$ cat src/rtl/rau_pkg.sv
`timescale 1ns / 1ps
// ----------------------------------------------------------------------------
// rau_pkg
// Action and error codes, shared structs for the rational arithmetic unit.
// ----------------------------------------------------------------------------
package rau_pkg;

  localparam logic [2:0] ACT_ADD = 3'd0;
  localparam logic [2:0] ACT_SUB = 3'd1;
  localparam logic [2:0] ACT_MUL = 3'd2;
  localparam logic [2:0] ACT_DIV = 3'd3;
  localparam logic [2:0] ACT_NEG = 3'd4;
  localparam logic [2:0] ACT_CMP = 3'd5;

  localparam logic [1:0] ERR_OK   = 2'd0;
  localparam logic [1:0] ERR_ZDEN = 2'd1;
  localparam logic [1:0] ERR_DIV0 = 2'd2;
  localparam logic [1:0] ERR_OVF  = 2'd3;

  localparam logic [1:0] CMP_LT = 2'd0;
  localparam logic [1:0] CMP_EQ = 2'd1;
  localparam logic [1:0] CMP_GT = 2'd2;

  localparam int WIDE = 64;

  typedef struct packed {
    logic [2:0]  action;
    logic [31:0] a_num;
    logic [30:0] a_den;
    logic [31:0] b_num;
    logic [30:0] b_den;
  } req_t;

  typedef struct packed {
    logic [31:0] res_num;
    logic [30:0] res_den;
    logic [1:0]  cmp_result;
    logic [1:0]  error_code;
  } res_t;

  // control to / status from the serial datapath units
  typedef struct packed {
    logic start;
  } unit_ctl_t;

  typedef struct packed {
    logic busy;
    logic done;
  } unit_sts_t;

endpackage

$ cat src/rtl/rau_if.sv
`timescale 1ns / 1ps
// ----------------------------------------------------------------------------
// rau_if
// Valid/ready channel carrying one payload of type T.
// ----------------------------------------------------------------------------
interface rau_if #(parameter type T = logic) (input logic clk);
  logic valid;
  logic ready;
  T     data;
  modport source (output valid, output data, input ready);
  modport sink   (input valid, input data, output ready);
endinterface

$ cat src/rtl/rau_mul.sv
`timescale 1ns / 1ps
// ----------------------------------------------------------------------------
// rau_mul
// Shift-and-add multiplier, 32 x 32 unsigned, one multiplier bit per cycle.
// ----------------------------------------------------------------------------
module rau_mul (
  input  logic                  clk,
  input  logic                  rst,
  input  rau_pkg::unit_ctl_t    ctl,
  input  logic [31:0]           x,
  input  logic [31:0]           y,
  output rau_pkg::unit_sts_t    sts,
  output logic [63:0]           p
);
  logic [63:0] mcand;
  logic [31:0] mplier;
  logic [5:0]  cnt;
  logic        busy;
  logic        done;

  // done is a pulse in the cycle after the last bit, when p is final
  always_ff @(posedge clk) begin
    if (rst) begin
      busy <= 1'b0;
      cnt  <= '0;
      done <= 1'b0;
    end else begin
      done <= !ctl.start && busy && (cnt == 6'd31);
      if (ctl.start) begin
        busy <= 1'b1;
        cnt  <= 6'd0;
      end else if (busy) begin
        cnt <= cnt + 6'd1;
        if (cnt == 6'd31) busy <= 1'b0;
      end
    end
  end

  always_ff @(posedge clk) begin
    if (ctl.start) begin
      mcand  <= {32'd0, x};
      mplier <= y;
      p      <= '0;
    end else if (busy) begin
      if (mplier[0]) p <= p + mcand;
      mcand  <= {mcand[62:0], 1'b0};
      mplier <= {1'b0, mplier[31:1]};
    end
  end

  assign sts.busy = busy;
  assign sts.done = done;
endmodule

$ cat src/rtl/rau_gcd.sv
`timescale 1ns / 1ps
// ----------------------------------------------------------------------------
// rau_gcd
// Binary gcd on 64-bit unsigned values; one subtract or shift per cycle.
// gcd(0, y) = y.
// ----------------------------------------------------------------------------
module rau_gcd (
  input  logic               clk,
  input  logic               rst,
  input  rau_pkg::unit_ctl_t ctl,
  input  logic [63:0]        x,
  input  logic [63:0]        y,
  output rau_pkg::unit_sts_t sts,
  output logic [63:0]        g
);
  logic [63:0] u, v;
  logic [6:0]  sh;
  logic        busy, done;

  always_ff @(posedge clk) begin
    if (rst) begin
      busy <= 1'b0;
      done <= 1'b0;
    end else begin
      done <= !ctl.start && busy && (u == 64'd0 || v == 64'd0);
      if (ctl.start) busy <= 1'b1;
      else if (busy && (u == 64'd0 || v == 64'd0)) busy <= 1'b0;
    end
  end

  always_ff @(posedge clk) begin
    if (ctl.start) begin
      u  <= x;
      v  <= y;
      sh <= '0;
    end else if (busy) begin
      if (u == 64'd0 || v == 64'd0) begin
        g <= (u | v) << sh[5:0];
      end else if (!u[0] && !v[0]) begin
        u  <= u >> 1;
        v  <= v >> 1;
        sh <= sh + 7'd1;
      end else if (!u[0]) u <= u >> 1;
      else if (!v[0]) v <= v >> 1;
      else if (u >= v) u <= (u - v) >> 1;
      else v <= (v - u) >> 1;
    end
  end

  assign sts.busy = busy;
  assign sts.done = done;
endmodule

$ cat src/rtl/rau_div.sv
`timescale 1ns / 1ps
// ----------------------------------------------------------------------------
// rau_div
// Restoring divider, 64 / 64 unsigned, one quotient bit per cycle.
// ----------------------------------------------------------------------------
module rau_div (
  input  logic               clk,
  input  logic               rst,
  input  rau_pkg::unit_ctl_t ctl,
  input  logic [63:0]        n,
  input  logic [63:0]        d,
  output rau_pkg::unit_sts_t sts,
  output logic [63:0]        q
);
  logic [64:0] rem;
  logic [64:0] trial;
  logic [63:0] dv;
  logic [6:0]  cnt;
  logic        busy;
  logic        done;

  assign trial = {rem[63:0], q[63]} - {1'b0, dv};

  // done is a pulse in the cycle after the last bit, when q is final
  always_ff @(posedge clk) begin
    if (rst) begin
      busy <= 1'b0;
      cnt  <= '0;
      done <= 1'b0;
    end else begin
      done <= !ctl.start && busy && (cnt == 7'd63);
      if (ctl.start) begin
        busy <= 1'b1;
        cnt  <= '0;
      end else if (busy) begin
        cnt <= cnt + 7'd1;
        if (cnt == 7'd63) busy <= 1'b0;
      end
    end
  end

  always_ff @(posedge clk) begin
    if (ctl.start) begin
      rem <= '0;
      q   <= n;
      dv  <= d;
    end else if (busy) begin
      if (!trial[64]) begin
        rem <= trial;
        q   <= {q[62:0], 1'b1};
      end else begin
        rem <= {rem[63:0], q[63]};
        q   <= {q[62:0], 1'b0};
      end
    end
  end

  assign sts.busy = busy;
  assign sts.done = done;
endmodule

$ cat src/rtl/rational_arithmetic_unit.sv
`timescale 1ns / 1ps
// ----------------------------------------------------------------------------
// rational_arithmetic_unit
// Add/sub/mul/div/negate/compare of signed fractions, result in lowest terms.
// Requests with a zero denominator or zero divisor skip the gcd and divider;
// others run through the bit-serial multiplier, the binary gcd and the
// bit-serial divider. One request at a time: the next one can be taken
// in the cycle after the result is accepted.
// Reset (synchronous, rst high) returns the sequencer to idle, output empty.
// ----------------------------------------------------------------------------
module rational_arithmetic_unit #(
  parameter int VALUE_BITS = 32
) (
  input logic clk,
  input logic rst,
  rau_if.sink   in_ch,
  rau_if.source out_ch
);
  localparam logic [63:0] LIM = 64'd1 << (VALUE_BITS - 1);

  localparam logic [4:0] S_IDLE = 5'd0,  S_CM1 = 5'd1,  S_CM2 = 5'd2,
                         S_DISP = 5'd3,  S_LG  = 5'd4,  S_LD1 = 5'd5,
                         S_LM  = 5'd6,   S_LD2 = 5'd7,  S_LD3 = 5'd8,
                         S_T1  = 5'd9,   S_T2  = 5'd10, S_PM1 = 5'd11,
                         S_PM2 = 5'd12,  S_RG  = 5'd13, S_RD1 = 5'd14,
                         S_RD2 = 5'd15,  S_FIN = 5'd16, S_OUT = 5'd17;

  logic [4:0] state;
  rau_pkg::req_t r;
  rau_pkg::res_t res;

  // shared unit operands
  logic [31:0] mx, my;
  logic [63:0] gx, gy, dn, dd;
  rau_pkg::unit_ctl_t mctl, gctl, dctl;
  rau_pkg::unit_sts_t msts, gsts, dsts;
  logic [63:0] mp, gg, dq;

  rau_mul u_mul (.clk, .rst, .ctl(mctl), .x(mx), .y(my), .sts(msts), .p(mp));
  rau_gcd u_gcd (.clk, .rst, .ctl(gctl), .x(gx), .y(gy), .sts(gsts), .g(gg));
  rau_div u_div (.clk, .rst, .ctl(dctl), .n(dn), .d(dd), .sts(dsts), .q(dq));

  logic        an_neg, bn_neg;
  logic [31:0] an_mag, bn_mag;
  logic [63:0] lprod, lcm, la, lb, mag, den, ta, tb, g;
  logic        neg, started;
  logic [1:0]  err;

  assign an_neg = r.a_num[31];
  assign bn_neg = r.b_num[31];
  assign an_mag = an_neg ? 32'(-r.a_num) : r.a_num;
  assign bn_mag = bn_neg ? 32'(-r.b_num) : r.b_num;

  assign in_ch.ready  = (state == S_IDLE);
  assign out_ch.valid = (state == S_OUT);
  assign out_ch.data  = res;

  // signed 64-bit from magnitude and sign
  function automatic logic [63:0] sgn(input logic [63:0] m, input logic s);
    sgn = s ? (64'd0 - m) : m;
  endfunction

  logic [63:0] sum;
  logic        sneg;
  logic [63:0] sa, sb;
  logic [63:0] lsgn, rsgn;
  logic        ovf;
  logic [31:0] fin_num;
  assign sa   = sgn(ta, an_neg);
  assign sb   = sgn(tb, bn_neg);
  assign sum  = (r.action == rau_pkg::ACT_ADD) ? sa + sb : sa - sb;
  assign sneg = sum[63];
  assign lsgn = sgn(lprod, an_neg);
  assign rsgn = sgn(mp, bn_neg);

  assign ovf = ((neg && mag != 64'd0) ? mag > LIM : mag > LIM - 64'd1) ||
               den > LIM - 64'd1;
  assign fin_num = (neg && mag != 64'd0) ? 32'(64'd0 - mag) : mag[31:0];

  always_comb begin
    mctl.start = 1'b0; gctl.start = 1'b0; dctl.start = 1'b0;
    mx = '0; my = '0; gx = '0; gy = '0; dn = '0; dd = '0;
    unique case (state)
      S_IDLE: begin mctl.start = in_ch.valid;
        mx = in_ch.data.a_num[31] ? 32'(-in_ch.data.a_num) : in_ch.data.a_num;
        my = {1'b0, in_ch.data.b_den}; end
      S_CM1: begin mctl.start = msts.done; mx = bn_mag; my = {1'b0, r.a_den}; end
      S_DISP: begin gctl.start = 1'b1; gx = {33'd0, r.a_den}; gy = {33'd0, r.b_den};
        mctl.start = (r.action == rau_pkg::ACT_MUL) || (r.action == rau_pkg::ACT_DIV);
        mx = an_mag;
        my = (r.action == rau_pkg::ACT_MUL) ? bn_mag : {1'b0, r.b_den}; end
      S_LG: begin dctl.start = gsts.done; dn = {33'd0, r.a_den}; dd = gg; end
      S_LD1: begin mctl.start = dsts.done; mx = dq[31:0]; my = {1'b0, r.b_den}; end
      S_LM: begin dctl.start = msts.done; dn = mp; dd = {33'd0, r.b_den}; end
      S_LD2: begin dctl.start = dsts.done; dn = lcm; dd = {33'd0, r.a_den}; end
      S_LD3: begin mctl.start = dsts.done; mx = bn_mag; my = lb[31:0]; end
      S_T1: begin mctl.start = msts.done; mx = an_mag; my = la[31:0]; end
      S_PM1: begin mctl.start = msts.done; mx = {1'b0, r.a_den};
        my = (r.action == rau_pkg::ACT_MUL) ? {1'b0, r.b_den} : bn_mag; end
      S_RG: begin gctl.start = 1'b1; gx = mag; gy = den; end
      S_RD1: begin dctl.start = gsts.done; dn = mag; dd = gg; end
      S_RD2: begin dctl.start = dsts.done && !started; dn = den; dd = g; end
      default: ;
    endcase
  end

  always_ff @(posedge clk) begin
    if (rst) begin
      state   <= S_IDLE;
      started <= 1'b0;
    end else begin
      unique case (state)
        S_IDLE: if (in_ch.valid) begin r <= in_ch.data; state <= S_CM1; end
        S_CM1: if (msts.done) begin lprod <= mp; state <= S_CM2; end
        S_CM2: if (msts.done) begin
          res.cmp_result <= (r.a_den == 0 || r.b_den == 0) ? rau_pkg::CMP_LT :
                            ($signed(lsgn) < $signed(rsgn)) ? rau_pkg::CMP_LT :
                            (lsgn == rsgn) ? rau_pkg::CMP_EQ : rau_pkg::CMP_GT;
          state <= S_DISP;
        end
        S_DISP: begin
          if (r.a_den == 0 || (r.b_den == 0 && r.action != rau_pkg::ACT_NEG)) begin
            err <= rau_pkg::ERR_ZDEN; state <= S_FIN;
          end else if (r.action == rau_pkg::ACT_DIV && r.b_num == 0) begin
            err <= rau_pkg::ERR_DIV0; state <= S_FIN;
          end else begin
            err <= rau_pkg::ERR_OK;
            unique case (r.action)
              rau_pkg::ACT_ADD, rau_pkg::ACT_SUB: state <= S_LG;
              rau_pkg::ACT_MUL, rau_pkg::ACT_DIV: begin
                neg <= an_neg ^ bn_neg; state <= S_PM1; end
              rau_pkg::ACT_NEG: begin
                mag <= {32'd0, an_mag}; den <= {33'd0, r.a_den}; neg <= !an_neg;
                state <= S_RG; end
              default: begin mag <= '0; den <= 64'd1; neg <= 1'b0; state <= S_RG; end
            endcase
          end
        end
        S_LG: if (gsts.done) state <= S_LD1;
        S_LD1: if (dsts.done) state <= S_LM;
        S_LM: if (msts.done) begin lcm <= mp; state <= S_LD2; end
        S_LD2: if (dsts.done) begin lb <= dq; state <= S_LD3; end
        S_LD3: if (dsts.done) begin la <= dq; state <= S_T1; end
        S_T1: if (msts.done) begin tb <= mp; state <= S_T2; end
        S_T2: if (msts.done) begin ta <= mp; started <= 1'b1; end
          else if (started) begin
            started <= 1'b0;
            neg <= sneg; mag <= sneg ? 64'd0 - sum : sum; den <= lcm;
            state <= S_RG;
          end
        S_PM1: if (msts.done) begin mag <= mp; state <= S_PM2; end
        S_PM2: if (msts.done) begin den <= mp; state <= S_RG; end
        S_RG: state <= S_RD1;
        S_RD1: if (gsts.done) begin g <= gg; state <= S_RD2; end
        // numerator quotient first, then the denominator one
        S_RD2: if (dsts.done) begin
          if (!started) begin
            mag <= dq; started <= 1'b1;
          end else begin
            den <= dq; started <= 1'b0; state <= S_FIN;
          end
        end
        S_FIN: begin
          if (err == rau_pkg::ERR_OK && !ovf) begin
            res.res_num <= fin_num; res.res_den <= den[30:0];
            res.error_code <= rau_pkg::ERR_OK;
          end else begin
            res.res_num <= '0; res.res_den <= '0;
            res.error_code <= (err == rau_pkg::ERR_OK) ? rau_pkg::ERR_OVF : err;
          end
          state <= S_OUT;
        end
        S_OUT: if (out_ch.ready) state <= S_IDLE;
        default: state <= S_IDLE;
      endcase
    end
  end
endmodule

$ cat src/flat_wrapper.sv
// flat-port wrapper written by rule: the top's interface ports become plain ports
module rational_arithmetic_unit_flat import rau_pkg::*;
#(
  parameter int VALUE_BITS = 32
)
  (clk, rst, in_ch_valid, in_ch_data, in_ch_ready, out_ch_valid, out_ch_data, out_ch_ready);
  rau_if #(.T(req_t)) in_ch_i (.clk(clk));
  rau_if #(.T(res_t)) out_ch_i (.clk(clk));
  input logic clk;
  input logic rst;
  input wire logic [$bits(in_ch_i.valid)-1:0] in_ch_valid;
  input wire logic [$bits(in_ch_i.data)-1:0] in_ch_data;
  output wire logic [$bits(in_ch_i.ready)-1:0] in_ch_ready;
  output wire logic [$bits(out_ch_i.valid)-1:0] out_ch_valid;
  output wire logic [$bits(out_ch_i.data)-1:0] out_ch_data;
  input wire logic [$bits(out_ch_i.ready)-1:0] out_ch_ready;
  assign in_ch_i.valid = in_ch_valid;
  assign in_ch_i.data = in_ch_data;
  assign in_ch_ready = in_ch_i.ready;
  assign out_ch_valid = out_ch_i.valid;
  assign out_ch_data = out_ch_i.data;
  assign out_ch_i.ready = out_ch_ready;
  rational_arithmetic_unit #(.VALUE_BITS(VALUE_BITS)) u_core (.clk(clk), .rst(rst), .in_ch(in_ch_i), .out_ch(out_ch_i));
endmodule
$ cat config.mk
export PLATFORM = sky130hd
export DESIGN_NAME = rational_arithmetic_unit_flat
export DESIGN_NICKNAME = d
export VERILOG_FILES = /design/src/rtl/rau_pkg.sv /design/src/rtl/rau_if.sv /design/src/rtl/rau_mul.sv /design/src/rtl/rau_gcd.sv /design/src/rtl/rau_div.sv /design/src/rtl/rational_arithmetic_unit.sv /design/src/flat_wrapper.sv
export SDC_FILE = /design/constraint.sdc
export NUM_CORES = 2
export LEC_CHECK = 0
export BUFFER_PORTS_ARGS = -buffer_cell sky130_fd_sc_hd__buf_2
export CAP_MARGIN = 10
export CORE_UTILIZATION = 24
export CTS_BUF_LIST = sky130_fd_sc_hd__clkbuf_2 sky130_fd_sc_hd__clkbuf_4 sky130_fd_sc_hd__clkbuf_8
export CTS_CLUSTER_SIZE = 25
export DETAILED_ROUTE_END_ITERATION = 6
export GPL_ROUTABILITY_DRIVEN = 0
export PLACE_DENSITY = 0.39
export SLEW_MARGIN = 10
export SYNTH_ARGS = -nofsm -noshare
export SYNTH_HDL_FRONTEND = slang
export SYNTH_SLANG_ARGS = --single-unit
$ cat constraint.sdc
create_clock -name clk -period 10.7 [get_ports clk]
set_input_delay 1.07 -clock clk [delete_from_list [all_inputs] [get_ports clk]]
set_output_delay 1.07 -clock clk [all_outputs]
set_load 0.03 [all_outputs]
======== Yosys cells after proc, flatten, opt, wreduce, memory -nomap -nowiden ========
Index checks and enable logic that the tools add are counted.
word-level totals
  memories ................................ 0
  word-level logic and storage cells ...... 305
  bits in writable memories ............... 0
  memory bits (read-only) ................. 0
  input port bits ......................... 133
  bits in latches ......................... 0
  bits in registers ....................... 1287
operators by class
  shift operators ......................... 1
  mux-type cells .......................... 103
  magnitude comparators ................... 5
  reduce and logical (&&, ||, !) cells .... 79
  divide/modulo/power cells ............... 0
  bitwise operators ....................... 5
  equal/unequal tests ..................... 51
  $mul .................................... 0
  add/subtract/negate cells ............... 18
operator list
  kind                   number
  $mux 64                36
  $pmux 64 s4            3
  $pmux 64 s2            4
  $mux 32                10
  $pmux 64 s5            1
  $sub 1x64->64 const A  5
  $pmux 32 s7            1
  $sub 64x64->64         3
  $pmux 32 s5            1
  $add 64x64->64         2
  $gt 64x31->1 const B   2
  $logic_not 64->1       2
  $neg 32->32            3
  $mux 5                 19
  $pmux 5 s18            1
  $sub 65x64->65         1
  $eq 64x64->1           1
  $ge 64x64->1           1
  $gt 64x32->1 const B   1
  $lt 64x64->1           1
  $or 64x64->64          1
  $reduce_bool 64->1     1
  $shl 64x6->64          1
  $logic_not 31->1       2
  45 further kinds       159

======== Logic depth before layout (Yosys ltp) ========
  depth after elaboration ................. 9
  depth in mapped cells ................... 35
  gate-level depth less buffers ........... 31

======== Cells and area by module ========
From an unflattened synthesis, not the netlist that was laid out.
unflattened totals
  cells, all modules ...................... 9484
  area, all modules ....................... 90824.6 sq um
by module, submodules not included
  module                    instances  area an instance (sq um)  sequential area each (sq um)  cells each
  rational_arithmetic_unit  1          47134.0                   21470.6                       4634
  rau_gcd                   1          21685.8                   5925.7                        2558
  rau_div                   1          11817.6                   5305.1                        1195
  rau_mul                   1          10187.3                   4003.8                        1097

======== Worst setup path before layout ========
OpenSTA, ideal clock, no wires.
  kind .................................... in2reg
  start point ............................. in rst
  end point ............................... reg u_core.g[0], enable pin
  data arrival time ....................... 8.131 ns
  path slack .............................. 1.902 ns
  required time ........................... 10.034 ns
  path buffers ............................ 2
  stages on the path ...................... 3
  setup time .............................. 0.666 ns
  cells stage by stage .................... clkbuf_1 clkbuf_1 nor4b_1
between the ends
  longest elaborated chain between the ends .. 2
ends and longest elaborated chain
  element                            RTL line                         text
  start: declaration                 flat_wrapper.sv:10               input logic rst;
  $not 1->1 (no source line)         -
  $reduce_and 3->1 (no source line)  -
  end signal: assignment             rational_arithmetic_unit.sv:154  S_RD1: if (gsts.done) begin g <= gg; state <= S_RD2; end
  end: declaration                   rational_arithmetic_unit.sv:45   logic [63:0] lprod, lcm, la, lb, mag, den, ta, tb, g;
Every way passes these cells.
A chain may end at the register's enable or synchronous reset.

======== Final worst setup path ========
  start point ............................. reg u_core.tb[0]
  end point ............................... reg u_core.mag[62], data pin
between the ends
  longest elaborated chain between the ends .. 9
ends and longest elaborated chain
  element                                           RTL line                         text
  start: declaration                                rational_arithmetic_unit.sv:45
  start signal: assignment                          rational_arithmetic_unit.sv:144  S_T1: if (msts.done) begin tb <= mp; state <= S_T2; end
  $sub 1x64->64                                     rational_arithmetic_unit.sv:60   sgn = s ? (64'd0 - m) : m;
  $mux 64 (*)                                       rational_arithmetic_unit.sv:60
  $sub 64x64->64 or $add 64x64->64 (tied branches)  rational_arithmetic_unit.sv:71   assign sum = (r.action == rau_pkg::ACT_ADD) ? sa + sb : sa - sb;
  $mux 64 (*)                                       rational_arithmetic_unit.sv:71
  $sub 1x64->64                                     rational_arithmetic_unit.sv:148  neg <= sneg; mag <= sneg ? 64'd0 - sum : sum; den <= lcm;
  $mux 64 (*)                                       rational_arithmetic_unit.sv:148
  $mux 64 (*)                                       rational_arithmetic_unit.sv:146  else if (started) begin
  $mux 64 (*)                                       rational_arithmetic_unit.sv:145  S_T2: if (msts.done) begin ta <= mp; started <= 1'b1; end
  $pmux 64 s4 (*)                                   rational_arithmetic_unit.sv:112  unique case (state)
  end signal: assignment                            rational_arithmetic_unit.sv:133  mag <= {32'd0, an_mag}; den <= {33'd0, r.a_den}; neg <= !an_neg;
  end signal: assignment                            rational_arithmetic_unit.sv:148
  end: declaration                                  rational_arithmetic_unit.sv:45
Mark *: on every way between the ends. The rest lies on a longest branch, timed or not. The select of a mux whose other input is x is not followed.

==> results_dict.tcl <==
set metrics [dict create \
    ys_warn_count 0 \
    dpl.cell_count 13764 \
    core-area_sq_um 359000 \
    clk_pin_slew_ns 0.06 \
    fmax_mhz 107 \
    cp.arrival_ns 10.12 \
    synth_area_sq_um 86500 \
    die_width_um 602 \
    critPathMaxStageDelay_ns 0.64 \
    clock_latency_ns 1.07 \
    cts_hold_buffers 0 \
    drt-initial-drc-count 8692 \
    ir_drop_uv 112 \
    fin_nets 9853 \
    synthMuxAreaShare 0.0271 \
    post_cts_buffers 0 \
    worstReg2RegStart "u_core.tb[0]$_DFFE_PP_" \
    violations "design-rule violations" \
    synth.top_cells.by_count "edfxtp_1, nand2_1, o21ai_0" \
    outcome "complete, but fails checks" \
    dieArea_sq_um 363000 \
    yosys.area.top_type_share 0.380 \
    wl_per_cell_um 26.7 \
    grt_pass1_vias 73908 \
    hold_class "in -> reg" \
    syn_inst 9117 \
    synthTopCellsByArea "edfxtp_1, ha_1, xnor2_1, dfxtp_1, o21ai_0" \
    power.density_nw_per_um2 222 \
    h-tree-depth 5 \
    grt_pass1_wl_mm 538 \
    num_io_pins 202 \
    drive_above_1_share 0.110 \
    seq_area_frac_synth 0.424 \
    slew_headroom 0.161 \
    row_count 220 \
    path_class "reg -> reg" \
    fin_ws_ns 1.35 \
    crit_top_cell "o21ai_0" \
    rr_endpoint "u_core.mag[62]$_SDFFCE_PP0P_" \
    firstDrtPassIters 7 \
    root_buffer "clkbuf_8" \
    slew_violations 0 \
    ys_ff_latch 1286 \
    rsz0062_at_grt "false" \
    io_buffers 201 \
    cp_slowest_cell "or4b_2" \
    top_register "u_core.r" \
    ys_async_sr_fraction 0 \
    worstPathRequired_ns 11.47 \
    yosysMostFrequentCell "edfxtp_1" \
    grt_max_degree 102 \
    clock_sinks 1286 \
    holdPathStages 1 \
    grt_antenna_before_repair 39 \
    crit_path_end_kind "flip-flop" \
    skew_ns 0.0931 \
    ys_types 93 \
    synthFlopType "edfxtp_1" \
    clock_path_buffers 4 \
    period_minus_slack_ns 9.35 \
    layoutNonFillerInstCount 14253 \
    synth-edff-count 1095 \
    track_usage 0.201 \
    syn_avg_cell_area_sq_um 9.49 \
    dp_slack_ns 1.49 \
    max_slew.worst_pin.slew_ns 1.23 \
    whs_endpoint "u_core.r[63]$_DFFE_PP_" \
    numCtsBuffers 264 \
    synth_top_family_by_area "compound AO/OA/AOI/OAI gates" \
    hold_viol 0 \
    synth-xor-area-share 0.0810 \
    start_kind "flip-flop" \
    post-route-period-util 0.874 \
    yosys.area.top_type "edfxtp_1" \
    route.detailed.drc 113 \
    leakage_nw 35.7 \
    ant_nets 0 \
    r2r_slack_ns 1.35 \
    largest_reg_flops 127 \
    synth-compound-area-share 0.217 \
    overflow 0 \
    fill_cells 38239 \
    synthAdderAreaFrac 0.0674 \
    hpwl_mm 285 \
    area_growth_pct 14.0 \
    wirelength_mm 380 \
    hp-start "in_ch_data[63]" \
    start_util 0.241 \
    fin_tns_setup_ns 0 \
    tritoncts "done" \
    vias 76631 \
    cap_violations 0 \
    cp_max_fo 12 \
    final-setup-viol-count 0 \
    reg2reg_depth 31 \
    cts_resized 0 \
    die_y_um 602 \
    vias_per_cell 5.38 \
    synth-simple-area-share 0.142 \
    synth_nets 9713 \
]
==> worst max-delay path by stage <==
stage / from / end / depth (start not counted)
2_1_floorplan: rst / u_core.g[0]$_DFFE_PP_ / 3
6_report: u_core.tb[0]$_DFFE_PP_ / u_core.mag[62]$_SDFFCE_PP0P_ / 31
5_1_grt: u_core.tb[0]$_DFFE_PP_ / u_core.mag[61]$_SDFFCE_PP0P_ / 29
3_5_place_dp: u_core.tb[0]$_DFFE_PP_ / u_core.mag[62]$_SDFFCE_PP0P_ / 31
4_1_cts: u_core.tb[0]$_DFFE_PP_ / u_core.mag[62]$_SDFFCE_PP0P_ / 31
3_3_place_gp: u_core.tb[0]$_DFFE_PP_ / u_core.mag[62]$_SDFFCE_PP0P_ / 31
==> cell usage in the layout (no fill, tap or decap), drive strengths merged, types with 147 or more instances in the layout <==
| cell | instances |
|---|---|
| a21oi | 653 |
| nor3 | 151 |
| nand2 | 880 |
| clkbuf | 362 |
| o21ai | 699 |
| o31ai | 147 |
| nor2 | 687 |
| a31oi | 174 |
| edfxtp | 1095 |
| xor2 | 292 |
| inv | 401 |
| a21o | 160 |
| nor4 | 151 |
| xnor2 | 507 |
| buf | 413 |
| a22oi | 251 |
| a222oi | 205 |
| ha | 458 |
| dfxtp | 191 |
==> power breakdown <==
group          switching, W  internal [W]  leakage (nW)
sequential         0.000568       0.00621          11.7
clock               0.00248       0.00290          2.73
combinational       0.00645       0.00325          21.3
==> metrics by stage <==
stage               total power (W)   util  cell area [sq um]  hold slack, ns
detailed placement           0.0164  0.260              93400           0.432
floorplan                    0.0130      -              86500           0.426
global route                 0.0230  0.275              98600           0.125
finish                       0.0219  0.275              98700           0.183
global placement             0.0164  0.260              93400           0.432
CTS                          0.0219  0.275              98600          0.0967
==> kinds of logic after synthesis <==
group,count (synthesis)
compound gates,2851
flops,1286
xor+xnor,799
mux,170
fa+ha+maj,463
buf+inv,935
simple gates,2613
==> cell type report <==
class	instances	area [sq um]	area share
multi-input combinational	6896	46600	0.472
sequential	1286	36700	0.372
clock inverter	101	756	0.00766
clock buffer	362	4450	0.0451
inverter	396	1490	0.0151
tap	4773	5970	0.0605
timing repair buffer	413	2610	0.0265
antenna	26	65.1	0.000660
==> critical path: cells and delay by family (launching register included) <==
family	cells	cell delay, ns
buf+inv	2	0.18
compound gates	13	3.63
xor+xnor	3	0.66
fa+ha+maj	2	0.69
flops	1	0.47
simple gates	11	3.47
==> routing by layer <==
layer	up-vias	GRT usage	routed length [um]
met5	-	0	33
met4	6	0.0841	16500
met3	598	0.0329	29000
met2	3247	0.314	168000
met1	38057	0.273	167000
li1	34723	-	-
(Power assumes the default switching activity.)
